--- src/hw/rtl/bcd_arithmetic_unit_assert.svh ---
// Assertion helpers for the RTL files, included by bcd_arithmetic_unit.sv.
`ifndef BCD_ARITHMETIC_UNIT_ASSERT_SVH
`define BCD_ARITHMETIC_UNIT_ASSERT_SVH

// Same-cycle implication, checked outside reset.
`define BAU_ASSERT_NOW(label, clk, rst_n, ante, cons, msg) \
	label: assert property (@(posedge clk) disable iff (!rst_n) (ante) |-> (cons)) \
		else $error(msg);

// Next-cycle implication, checked outside reset.
`define BAU_ASSERT_NEXT(label, clk, rst_n, ante, cons, msg) \
	label: assert property (@(posedge clk) disable iff (!rst_n) (ante) |=> (cons)) \
		else $error(msg);

`endif

--- src/hw/rtl/bau_pkg.sv ---
package bau_pkg;

	localparam int ACTION_W = 3;
	localparam int WORD_W   = 16;
	localparam int BYTE_W   = 8;

	// Instruction codes
	localparam logic [ACTION_W-1:0] ACT_ADD  = 3'd0;
	localparam logic [ACTION_W-1:0] ACT_SUB  = 3'd1;
	localparam logic [ACTION_W-1:0] ACT_NEG  = 3'd2;
	localparam logic [ACTION_W-1:0] ACT_PACK = 3'd3;
	localparam logic [ACTION_W-1:0] ACT_UNPK = 3'd4;

	// Decimal wrap for two-digit arithmetic
	localparam logic [9:0] DEC_WRAP = 10'd100;

	// Reciprocal of ten for byte-wide values: (v * 205) >> 11
	localparam logic [15:0] RECIP_TEN = 16'd205;
	localparam int          RECIP_SH  = 11;

	typedef struct packed {
		logic x;
		logic c;
		logic z;
	} bau_flags_t;

	// High digit times ten plus low digit, invalid digits used as they are
	function automatic logic [7:0] bcd_to_bin(input logic [7:0] b);
		logic [7:0] hi;
		logic [7:0] lo;
		hi = {4'b0, b[7:4]};
		lo = {4'b0, b[3:0]};
		return (hi << 3) + (hi << 1) + lo;
	endfunction

	// Byte to packed BCD, tens digit cut to four bits
	function automatic logic [7:0] bin_to_bcd(input logic [7:0] v);
		logic [15:0] prod;
		logic [7:0]  q;
		logic [7:0]  r;
		prod = {8'b0, v} * RECIP_TEN;
		q    = {3'b0, prod[RECIP_SH+4:RECIP_SH]};
		r    = v - (q << 3) - (q << 1);
		return {q[3:0], r[3:0]};
	endfunction

endpackage

--- src/hw/rtl/bau_alu.sv ---
module bau_alu
	import bau_pkg::*;
(
	input  logic [ACTION_W-1:0] action,
	input  logic [WORD_W-1:0]   first_operand,
	input  logic [BYTE_W-1:0]   second_operand,
	input  logic signed [WORD_W-1:0] adjustment,
	input  bau_flags_t          flags_in,
	output logic [WORD_W-1:0]   result,
	output bau_flags_t          flags_out
);

	logic [7:0]  a_bin;
	logic [7:0]  b_bin;
	logic [9:0]  add_sum;
	logic        add_cy;
	logic [9:0]  add_d;
	logic [9:0]  sub_raw;
	logic        sub_bw;
	logic [9:0]  sub_d;
	logic [9:0]  neg_raw;
	logic        neg_bw;
	logic [7:0]  neg_d;
	logic [7:0]  bcd_src;
	logic [7:0]  bcd_byte;
	logic [15:0] pack_sum;
	logic [15:0] unpk_word;

	// Operand bytes to binary
	assign a_bin = bcd_to_bin(first_operand[7:0]);
	assign b_bin = bcd_to_bin(second_operand);

	// Add with extend, correct by one hundred on decimal carry
	assign add_sum = {2'b0, a_bin} + {2'b0, b_bin} + {9'b0, flags_in.x};
	assign add_cy  = add_sum >= DEC_WRAP;
	assign add_d   = add_cy ? add_sum - DEC_WRAP : add_sum;

	// Subtract with extend, correct by one hundred on borrow
	assign sub_raw = {2'b0, a_bin} - {2'b0, b_bin} - {9'b0, flags_in.x};
	assign sub_bw  = sub_raw[9];
	assign sub_d   = sub_bw ? sub_raw + DEC_WRAP : sub_raw;

	// Negate with extend; exactly one hundred means no borrow and a zero byte
	assign neg_raw = DEC_WRAP - {2'b0, a_bin} - {9'b0, flags_in.x};
	assign neg_bw  = neg_raw[7:0] != DEC_WRAP[7:0];
	assign neg_d   = neg_bw ? neg_raw[7:0] : 8'd0;

	// Pack and unpack words
	assign pack_sum  = first_operand + $unsigned(adjustment);
	assign unpk_word = {4'b0, first_operand[7:4], 4'b0, first_operand[3:0]}
		+ $unsigned(adjustment);

	// One shared conversion back to BCD
	always_comb begin
		case (action)
			ACT_ADD: bcd_src = add_d[7:0];
			ACT_SUB: bcd_src = sub_d[7:0];
			default: bcd_src = neg_d;
		endcase
	end

	assign bcd_byte = bin_to_bcd(bcd_src);

	// Select result and flags
	always_comb begin
		result    = '0;
		flags_out = flags_in;
		case (action)
			ACT_ADD: begin
				result      = {8'b0, bcd_byte};
				flags_out.x = add_cy;
				flags_out.c = add_cy;
				if (add_d != 10'd0) flags_out.z = 1'b0;
			end
			ACT_SUB: begin
				result      = {8'b0, bcd_byte};
				flags_out.x = sub_bw;
				flags_out.c = sub_bw;
				if (sub_d != 10'd0) flags_out.z = 1'b0;
			end
			ACT_NEG: begin
				result      = {8'b0, bcd_byte};
				flags_out.x = neg_bw;
				flags_out.c = neg_bw;
				if (neg_d != 8'd0) flags_out.z = 1'b0;
			end
			ACT_PACK: begin
				result = {8'b0, pack_sum[11:8], pack_sum[3:0]};
			end
			ACT_UNPK: begin
				result = unpk_word;
			end
			default: begin
				result = '0;
			end
		endcase
	end

endmodule

--- src/hw/rtl/bcd_arithmetic_unit.sv ---
// Packed-BCD arithmetic unit: add, subtract and negate with extend, pack, unpack.
// Command channel: an item is taken at a rising edge with start high and busy
// low. busy is held low, so a new item may be issued in every cycle.
// Each item carries the action code, operands, the signed adjustment word and
// the incoming X, C and Z flags; the unit itself holds no flag state.
// Result channel: done is high for exactly one cycle with result, extend_out,
// carry_out and zero_out valid in that cycle. The receiver has no way to hold
// results off, and none is needed: results leave in issue order.
// Pipeline: the item is registered in the stage 1 registers, the result is
// computed in one pass through the ALU and registered in the stage 2
// registers, which drive done and the result outputs.
// Throughput: one item per cycle, set by the single ALU pass between the
// input and result registers.
// Reset (arst_n low) clears both stage valid bits, so no done is issued
// for items taken before reset.
`include "bcd_arithmetic_unit_assert.svh"

module bcd_arithmetic_unit
	import bau_pkg::*;
(
	input  logic                     clk,
	input  logic                     arst_n,
	input  logic                     start,
	output logic                     busy,
	input  logic [ACTION_W-1:0]      action,
	input  logic [WORD_W-1:0]        first_operand,
	input  logic [BYTE_W-1:0]        second_operand,
	input  logic signed [WORD_W-1:0] adjustment,
	input  logic                     extend_in,
	input  logic                     carry_in,
	input  logic                     zero_in,
	output logic                     done,
	output logic [WORD_W-1:0]        result,
	output logic                     extend_out,
	output logic                     carry_out,
	output logic                     zero_out
);

	logic                     accept;
	logic                     valid_s1;
	logic [ACTION_W-1:0]      action_s1;
	logic [WORD_W-1:0]        first_s1;
	logic [BYTE_W-1:0]        second_s1;
	logic signed [WORD_W-1:0] adjust_s1;
	bau_flags_t               flags_s1;
	logic [WORD_W-1:0]        alu_result;
	bau_flags_t               alu_flags;
	logic                     done_s2;
	logic [ACTION_W-1:0]      action_s2;
	logic [WORD_W-1:0]        result_s2;
	bau_flags_t               flags_s2;
	logic                     act_is_bcd;

	assign busy   = 1'b0;
	assign accept = start && !busy;

	// Stage 1 valid
	always_ff @(posedge clk or negedge arst_n) begin
		if (!arst_n) begin
			valid_s1 <= 1'b0;
		end else begin
			valid_s1 <= accept;
		end
	end

	// Capture the item
	always_ff @(posedge clk) begin
		if (accept) begin
			action_s1  <= action;
			first_s1   <= first_operand;
			second_s1  <= second_operand;
			adjust_s1  <= adjustment;
			flags_s1.x <= extend_in;
			flags_s1.c <= carry_in;
			flags_s1.z <= zero_in;
		end
	end

	bau_alu u_alu (
		.action         (action_s1),
		.first_operand  (first_s1),
		.second_operand (second_s1),
		.adjustment     (adjust_s1),
		.flags_in       (flags_s1),
		.result         (alu_result),
		.flags_out      (alu_flags)
	);

	// Stage 2 strobe
	always_ff @(posedge clk or negedge arst_n) begin
		if (!arst_n) begin
			done_s2 <= 1'b0;
		end else begin
			done_s2 <= valid_s1;
		end
	end

	// Hold the result for its strobe cycle
	always_ff @(posedge clk) begin
		if (valid_s1) begin
			action_s2 <= action_s1;
			result_s2 <= alu_result;
			flags_s2  <= alu_flags;
		end
	end

	assign done       = done_s2;
	assign result     = result_s2;
	assign extend_out = flags_s2.x;
	assign carry_out  = flags_s2.c;
	assign zero_out   = flags_s2.z;

	// Flag the decimal instructions, whose carry follows extend
	assign act_is_bcd = action_s2 inside {ACT_ADD, ACT_SUB, ACT_NEG};

	`BAU_ASSERT_NEXT(a_accept_to_s1, clk, arst_n, accept, valid_s1, "accepted item lost")
	`BAU_ASSERT_NEXT(a_s1_to_done, clk, arst_n, valid_s1, done_s2, "stage 1 item not issued")
	`BAU_ASSERT_NOW(a_done_has_src, clk, arst_n, done_s2, $past(valid_s1), "done without item")
	`BAU_ASSERT_NOW(a_bcd_c_eq_x, clk, arst_n, done_s2 && act_is_bcd,
		carry_out == extend_out, "carry differs from extend")
	`BAU_ASSERT_NOW(a_byte_result, clk, arst_n, done_s2 && action_s2 != ACT_UNPK,
		result[15:8] == 8'd0, "upper byte set")

endmodule
--- config.mk ---
export PLATFORM = sky130hd
export DESIGN_NAME = bcd_arithmetic_unit
export DESIGN_NICKNAME = d
export VERILOG_FILES = /design/src/hw/rtl/bau_pkg.sv /design/src/hw/rtl/bau_alu.sv /design/src/hw/rtl/bcd_arithmetic_unit.sv
export VERILOG_INCLUDE_DIRS = /design/src /design/src/hw/rtl
export SDC_FILE = /design/constraint.sdc
export NUM_CORES = 1
export LEC_CHECK = 0
export BUFFER_PORTS_ARGS = -buffer_cell sky130_fd_sc_hd__buf_2
export CORE_MARGIN = 2
export CORE_UTILIZATION = 51
export DETAILED_ROUTE_END_ITERATION = 6
export HOLD_SLACK_MARGIN = 0.06
export PLACE_DENSITY = 0.72
export SYNTH_ARGS = -nofsm -noshare
export SYNTH_HDL_FRONTEND = slang
export SYNTH_SLANG_ARGS = --single-unit
export TNS_END_PERCENT = 100
--- constraint.sdc ---
create_clock -name clk -period 18.45 [get_ports clk]
set_input_delay 1.845 -clock clk [delete_from_list [all_inputs] [get_ports clk]]
set_output_delay 1.845 -clock clk [all_outputs]
set_load 0.05 [all_outputs]
Word level (Yosys, flattened, before mapping):

Index checks and enable logic that the tools add are counted.

* add/sub/neg operators: 16
* multipliers: 1
* magnitude comparators: 1
* equality and inequality tests: 5
* multiplexer cells: 9
* reduce and logical (&&, ||, !) cells: 5

Operators with widths (number)
* 16-bit one-hot mux with 3 select lines: 1
* 10-bit 2-to-1 mux: 2
* 10-bit nonzero test: 2
* 12-bit by 16-bit adder with 16-bit output: 1
* 7-bit by 5-bit adder with 8-bit output: 2
* 8-bit by 4-bit adder with 8-bit output: 2
* 8-bit one-hot mux with 2 select lines: 1
* 8-bit by 8-bit multiplier with 15-bit output, second input constant: 1
* 12-bit adder: 1
* 10-bit by 1-bit adder with 10-bit output: 1
* 10-bit by 7-bit adder with 10-bit output, second input constant: 1
* 10-bit by 7-bit >= comparator with 1-bit output, second input constant: 1
* 10-bit by 1-bit subtractor with 10-bit output: 1
* 10-bit by 7-bit subtractor with 10-bit output, second input constant: 1
* 8-bit by 8-bit adder with 9-bit output: 1
* 3-bit one-hot mux with 3 select lines: 1
* 8-bit by 8-bit subtractor with 9-bit output: 1
* 8-bit 2-to-1 mux: 1
* 8-bit by 7-bit != test with 1-bit output, second input constant: 1
* 8-bit nonzero test: 1
* 4-bit subtractor: 2
* 7-bit by 8-bit subtractor with 8-bit output, first input constant: 1
* 8-bit by 1-bit subtractor with 8-bit output: 1
* 3-bit by 2-bit == test with 1-bit output, second input constant: 2
* 5 further kinds: 7

* register bits: 63
* input bits: 49

Longest topological paths before layout:

Gate-level depths: netlist of run 1.

* depth after elaboration: 11
* mapped depth: 38
* gate-level depth less buffers: 37

By module:

A second synthesis of run 1 with hierarchy kept.

* cells, all modules: 643
* area, all modules: 6399.9 um^2

By module, submodules not included
* bau_alu: times used 1, cells an instance 574, area each 4386.7 um^2, sequential area each 0.0 um^2
* bcd_arithmetic_unit: times used 1, cells an instance 69, area each 2013.2 um^2, sequential area each 2001.9 um^2

Worst setup path before layout of run 1:

OpenSTA, ideal clock, no wires.

* path type: register to register
* start: reg first_s1[4]
* end: reg result_s2[3], in the netlist result[3], data pin
* setup time: 265 ps
* arrival: 8417 ps
* slack: 9768 ps
* cell stages (with the launch flop): 37
* clock period less this slack: 8682 ps
* cells stage by stage: edfxtp_1 > fa_1 > inv_1 > fa_1 > nor2b_1 > o21a_1 > nor2_1 > xnor2_1 > ha_1 > clkbuf_1 > nor3b_1 > a2111oi_0 > nand3_1 > o31ai_1 > nand2_1 > xnor2_1 > o21ai_0 > nor2_1 > or2_2 > ha_1 > fa_1 > fa_1 > inv_1 > fa_1 > inv_1 > ha_1 > nand2_1 > nor2_1 > nand2_1 > o21ai_0 > a21o_1 > nor3_1 > a211oi_1 > o311ai_4 > xnor2_1 > xnor2_1 > a221oi_2

* longest elaborated chain between the ends: 11

RTL lines
* from (decl): RTL line bcd_arithmetic_unit.sv:42 `logic [WORD_W-1:0] first_s1;`
* from (signal assigned): RTL line bcd_arithmetic_unit.sv:70 `first_s1 <= first_operand;`
* 7-bit by 5-bit adder with 8-bit output *: RTL line bau_pkg.sv:33 `return (hi << 3) + (hi << 1) + lo;`
* 8-bit by 4-bit adder with 8-bit output *: RTL line bau_pkg.sv:33
* 8-bit by 8-bit subtractor with 9-bit output, or another cell as far along: RTL line bau_alu.sv:39 `assign sub_raw = {2'b0, a_bin} - {2'b0, b_bin} - {9'b0, flags_in.x};`
* 10-bit by 1-bit subtractor with 10-bit output, or another cell as far along: RTL line bau_alu.sv:39
* 10-bit by 7-bit adder with 10-bit output, or another cell as far along: RTL line bau_alu.sv:41 `assign sub_d = sub_bw ? sub_raw + DEC_WRAP : sub_raw;`
* 10-bit 2-to-1 mux, or another cell as far along: RTL line bau_alu.sv:41
* 8-bit one-hot mux with 2 select lines *: RTL line bau_alu.sv:55 `case (action)`
* 8-bit by 8-bit multiplier with 15-bit output: RTL line bau_pkg.sv:41 `prod = {8'b0, v} * RECIP_TEN;`
* 4-bit subtractor: RTL line bau_pkg.sv:43 `r = v - (q << 3) - (q << 1);`
* 4-bit subtractor *: RTL line bau_pkg.sv:43
* 16-bit one-hot mux with 3 select lines *: RTL line bau_alu.sv:68 `case (action)`
* named net alu_result[3]: RTL line bcd_arithmetic_unit.sv:46 `logic [WORD_W-1:0] alu_result;`
* to (signal assigned): RTL line bcd_arithmetic_unit.sv:102 `result_s2 <= alu_result;`
* to (decl): RTL line bcd_arithmetic_unit.sv:50 `logic [WORD_W-1:0] result_s2;`

The timed path passes the listed nets; every way through them passes the cells marked *.
A chain may end at the register's enable or synchronous reset.

Worst setup path in the final report of run 1:

Ends and elaborated chain as after synthesis.

==> metrics.txt, run 1 <==
setup_tns=0 ps; initial drt markers=241; sequential-to-total area share from yosys stat=28.7%; vias post-DR=5216; Worst setup startpoint=first_s1[4]; PostCTS Resize Cnt=0; Least-Margin Pin Slew=992 ps; Main synth FF type=edfxtp_1; Core Footprint=12600 sq um; post-CTS setup buffer count=0; clk_lat worst skew=330 ps; Hold Path End=zero_out; Die ar.=13800 sq um; Critical Path AT=10230 ps; crit path max fanout=11; gate count of the mapped netlist=679; via/cell ratio=5.69; Core Rows=41; R2R depth=35; number of port buffers=64; Die Ht=117 um; Slew Limit Fails=0; final worst path period need=10180 ps; skew final=8.17 ps; nets=907; IO Pins=70; total of max-cap violations=0; DPL Wire Length=11900 um; synthesized cell area=6560 sq um; leading cell type in the layout, fill and taps excluded=ha_1; FFs w/ async S/R, synth=3.17%; slowest CP cell=o31ai_1; busiest grt layer=met2; HP Start=flags_s1[0]; Critical Path Max Stage Delay=840 ps; M2 GR Usage=39.7%; Final Hold Fails=0; Post-synth EDFFs=61; CTS tree=done; DRC Markers=0; H-Tree Depth=3; ANT cells=0; reg2reg end=result[3]; worst hold stages=1; M3 GR Usage=3.02%; RSZ-0062 raised after global routing=false; leading area contributor after synthesis=edfxtp_1; CTS sink cnt=63; register bit count reported by yosys=63; Initial Util=52.2%; gr ovfl total=0; antenna viol nets, final=0; Setup Viol. Count Final=0; final wirelength=15000 um; final period utilization=55.2%; syn avg cell area=9.66 sq um; most frequent cells in the layout=100 x ha_1, 68 x inv_1, 64 x buf_2; Max Fclk=98.2 MHz; r2r setup slk=8270 ps; router iterations before antenna repair=5; root buf cell=clkbuf_16; Hold/Removal Path Class=register to register; Worst EP required=18500 ps; Synth-to-Final Area Change=11.5%; detailed-route wire length per cell=16.4 um; clock tree buffer depth=2; crit path capture type=register; share of cells above drive strength 1=14.0%; chip width=117 um; unique cell type count in the Yosys netlist=77; status=finished, final reports clean; gpl congestion=0.889; Crit Path Class=register to register; first-pass GRT wire length=25400 um; clk slew on worst S/H paths=60 ps; reg2reg start=first_s1[4]; share of the synthesized area in the top cell type=27.9%; Synth area leaders=edfxtp_1 28%, ha_1 19%, fa_1 5.5%; met1 GRT Util=28.6%; Syn Nets=846; vias in the first global route=5302; YS warnings=0; initial antenna violation count=0; gr usage total=22.5%; largest net degree at the start of global routing=44; most used cell along the critical path=fa_1; cts-stage hold buffer count=0; CTS Buf Count=9; Worst setup SP type=register; Worst slew margin=33.8%
## through the flow
stage                     utilization (%)  setup slack [ps]  hold slack [ps]  cells  instance area (sq um)
after floorplan                         -              9770              496    679                   6560
after global placement               55.7              8740              520    901                   7000
after detailed placement             55.7              8440              525    901                   7000
after CTS                            58.2              8360              539    917                   7310
after global routing                 58.2              7550              556    917                   7310
final                                58.2              8270              537    917                   7310
## registers in the layout (all words and copies together) (netlist names), 3 cells and up
signal and count:
adjust_s1 16, result 16, first_s1 12, second_s1 8, action_s1 3, flags_s1 3
## area by class of cell
class	instances	area (sq um)
sequential	63	1880
inverter	70	263
multi-input combinational	532	4320
tap	172	215
clock inverter	5	63.8
clock buffer	11	253
timing repair buffer	64	320
fill	1073	5250
## layer usage
layer | vias to the layer above | share of wire, %
met5 | - | 0
met4 | 0 | 2.2
met3 | 25 | 3.8
met2 | 130 | 50
met1 | 2475 | 44
li1 | 2586 | -
## synth_stat cells, types with 7 or more instances
cell type  count
ha_1         100
inv_1         68
edfxtp_1      61
nor2_1        46
nand2_1       42
xnor2_1       35
a21oi_1       33
o21ai_0       32
xor2_1        24
fa_1          18
nand3_1       18
a21o_1        15
nor2b_1       12
nor3_1        11
and3_1        10
o21bai_1       9
a211oi_1       8
a31oi_1        8
o21a_1         8
nand2b_1       7
nor4_1         7
## worst max-delay path: cells and delay by family, from the launching register on
kind | cells | cell delay, ps
compound gates | 9 | 2590
xor+xnor | 4 | 1130
fa+ha+maj | 8 | 3690
buf+inv | 3 | 160
flops | 1 | 480
simple gates | 11 | 1850
## worst max-delay path by stage
stage | cells past startpoint | to | slack [ps]
after global placement | 35 | result[3] | 8740
after floorplan | 36 | result[3] | 9770
final | 35 | result[3] | 8270
after detailed placement | 35 | result[3] | 8440
after global routing | 35 | result[3] | 7550
after CTS | 35 | result[3] | 8360
## cells by family after synthesis
| logic type | share of synthesized area (%) |
|---|---|
| compound gates | 18.1 |
| xor+xnor | 8.13 |
| fa+ha+maj | 24.6 |
| buf+inv | 5.49 |
| flops | 28.7 |
| mux | 0.553 |
| other cells | 0.0572 |
| simple gates | 14.4 |
Power of run 1 is not shown: default switching activity piles up to over one toggle a cycle in this logic, so the estimate is an artifact.
==> run 2, diff against run 1 <==
- clock period: 18.45 -> 9.46 ns (I/O delays scaled with it)
==> run 2 against run 1 <==
  * First-iteration DRC count rose by 34%
  * Wire length rose by 3.0%
  * Register-to-register slack got worse by 7700 ps
  * Sequential share of layout area fell by 0.52 points
  * Die area did not move
  * Clock skew rose by 1.5 ps
  * Critical path type unchanged
  * Highest routed layer unchanged
==> metrics.txt, run 2 (same netlist as run 1, synthesis figures left out) <==
status=finished, final reports clean; via/cell ratio=5.69 (+0.10%); fill count=1082 (+0.84%); Crit Path Class=register to register; DRC Markers=0 (unchanged); Die ar.=13800 sq um (unchanged); leading cell type in the layout, fill and taps excluded=ha_1; final period utilization=94.4% (+39 points); gr ovfl total=0 (unchanged); dpl cells=909 (+0.89%); DR top layer=met4; vias post-DR=5301 (+1.6%); antenna viol nets, final=0 (unchanged); Max Fclk=112 MHz (+14%); metal3 WL=560 um (-2.8%); ANT cells=0 (unchanged); CTS sink cnt=63 (unchanged); initial antenna violation count=0 (unchanged); crit path max fanout=10 (-1); cts-stage hold buffer count=0 (unchanged); Worst EP required=9500 ps (-9000 ps); router iterations before antenna repair=4 (-1); WP buf/inv=5 (+2); Slew Limit Fails=0 (unchanged); Stages on worst setup path=33 (-5.7%); CTS tree=done; family with the most delay on the worst path=adder cells; H-Tree Depth=3 (unchanged); clk slew on worst S/H paths=60 ps (about the same); share of cells above drive strength 1=16.3% (+2.4 points); Setup Viol. Count Final=0 (unchanged); Core Footprint=12600 sq um (unchanged); gr usage total=22.6% (+0.12 points); clock tree buffer depth=2 (unchanged); Multi-input gate area=4380 sq um (+1.5%); CTS Buf Count=9 (unchanged); Metal-1 WL=6720 um (+1.8%); final wirelength=15500 um (+3.0%); Non-Filler Instances=931 (+1.5%); Core Rows=41 (unchanged); initial drt markers=322 (+34%); R2R depth=33 (-5.7%); final worst path period need=8930 ps (-1250 ps); Worst slew margin=33.9% (about the same); detailed-route wire length per cell=16.6 um (+1.5%); largest net degree at the start of global routing=44 (unchanged); nets=921 (+1.5%); Routed met2 length=7940 um (+5.6%); first-pass GRT wire length=25500 um (+0.33%); number of port buffers=64 (unchanged); vias in the first global route=5312 (+0.19%); slowest CP cell=fa_2; root buf cell=clkbuf_16; skew final=9.70 ps (+1.53 ps); Register Area=1880 sq um (unchanged); crit path capture type=register; Worst setup SP type=register; Critical Path Max Stage Delay=630 ps (-210 ps); total of max-cap violations=0 (unchanged); Die Ht=117 um (unchanged); Synth-to-Final Area Change=13.8%; gpl congestion=0.903 (+1.6%); most frequent cells in the layout=98 x ha_1, 68 x inv_1, 64 x buf_2; DPL Wire Length=12100 um (+1.7%); Initial Util=52.2% (unchanged); Hold/Removal Path Class=primary input to async pin; Final Hold Fails=0 (unchanged); IO Pins=70 (unchanged); chip width=117 um (unchanged); Least-Margin Pin Slew=992 ps (-0.321 ps); Critical Path AT=8970 ps (-1260 ps); clk_lat worst skew=330 ps (about the same)
## run 2: changes by cell type in the layout (fill, tap and decap cells not counted), sizes merged
| cell | change |
|---|---|
| buf | +14 |
| clkbuf | -2 |
| clkinv | +2 |
## run 2: cell type report
class	instances	share of cell area, %
tap	172	2.88
inverter	70	3.52
clock inverter	7	0.955
clock buffer	9	3.02
multi-input combinational	532	58.7
timing repair buffer	78	5.70
sequential	63	25.2
## run 2: metrics by stage
| stage | cell area (sq um) | utilization [%] | TNS (ps) | hold WS (ps) | setup slack, ps |
|---|---|---|---|---|---|
| 2_1_floorplan | 6560 | - | 0 | 496 | 778 |
| 3_5_place_dp | 7060 | 56.2 | 0 | 534 | 77.1 |
| 6_report | 7470 | 59.4 | 0 | 395 | 531 |
| 4_1_cts | 7350 | 58.5 | 0 | 392 | 41.7 |
| 5_1_grt | 7470 | 59.4 | -50.3 | 392 | -50.3 |
| 3_3_place_gp | 7060 | 56.2 | 0 | 520 | 321 |
## run 2: path summary, 6_finish.rpt
check                       startpoint   endpoint  slack, ps
setup / recovery           first_s1[3]  result[3]        530
hold / removal                  arst_n   valid_s1        390
setup reg to reg           first_s1[3]  result[3]        530
hold reg to reg            flags_s1[0]   zero_out        550
max in group asynchronous       arst_n       done       8970
min in group clk           flags_s1[0]   zero_out        550
## run 2: worst reg2reg max path, delay by kind of cell, from the launching register on
family                   cells  cell delay [ps]
buffers and inverters        5              440
XOR/XNOR                     5              950
AND/OR/NAND/NOR              7             2050
adder cells (fa/ha/maj)      9             3700
AO/OA/AOI/OAI                7             1080
flip-flops                   1              420
## run 2: what timing repair did
action,in CTS,in global routing
gates resized for setup,0,15
setup endpoints to repair,0,5
setup buffers,0,6
## run 2: metal layers
| metal | track usage [%] | vias to the layer above |
|---|---|---|
| met5 | 0 | - |
| met4 | 6.63 | 0 |
| met3 | 2.53 | 22 |
| met2 | 40.7 | 138 |
| met1 | 28.5 | 2522 |
| li1 | - | 2619 |
Power of run 2 is left out for the same reason.
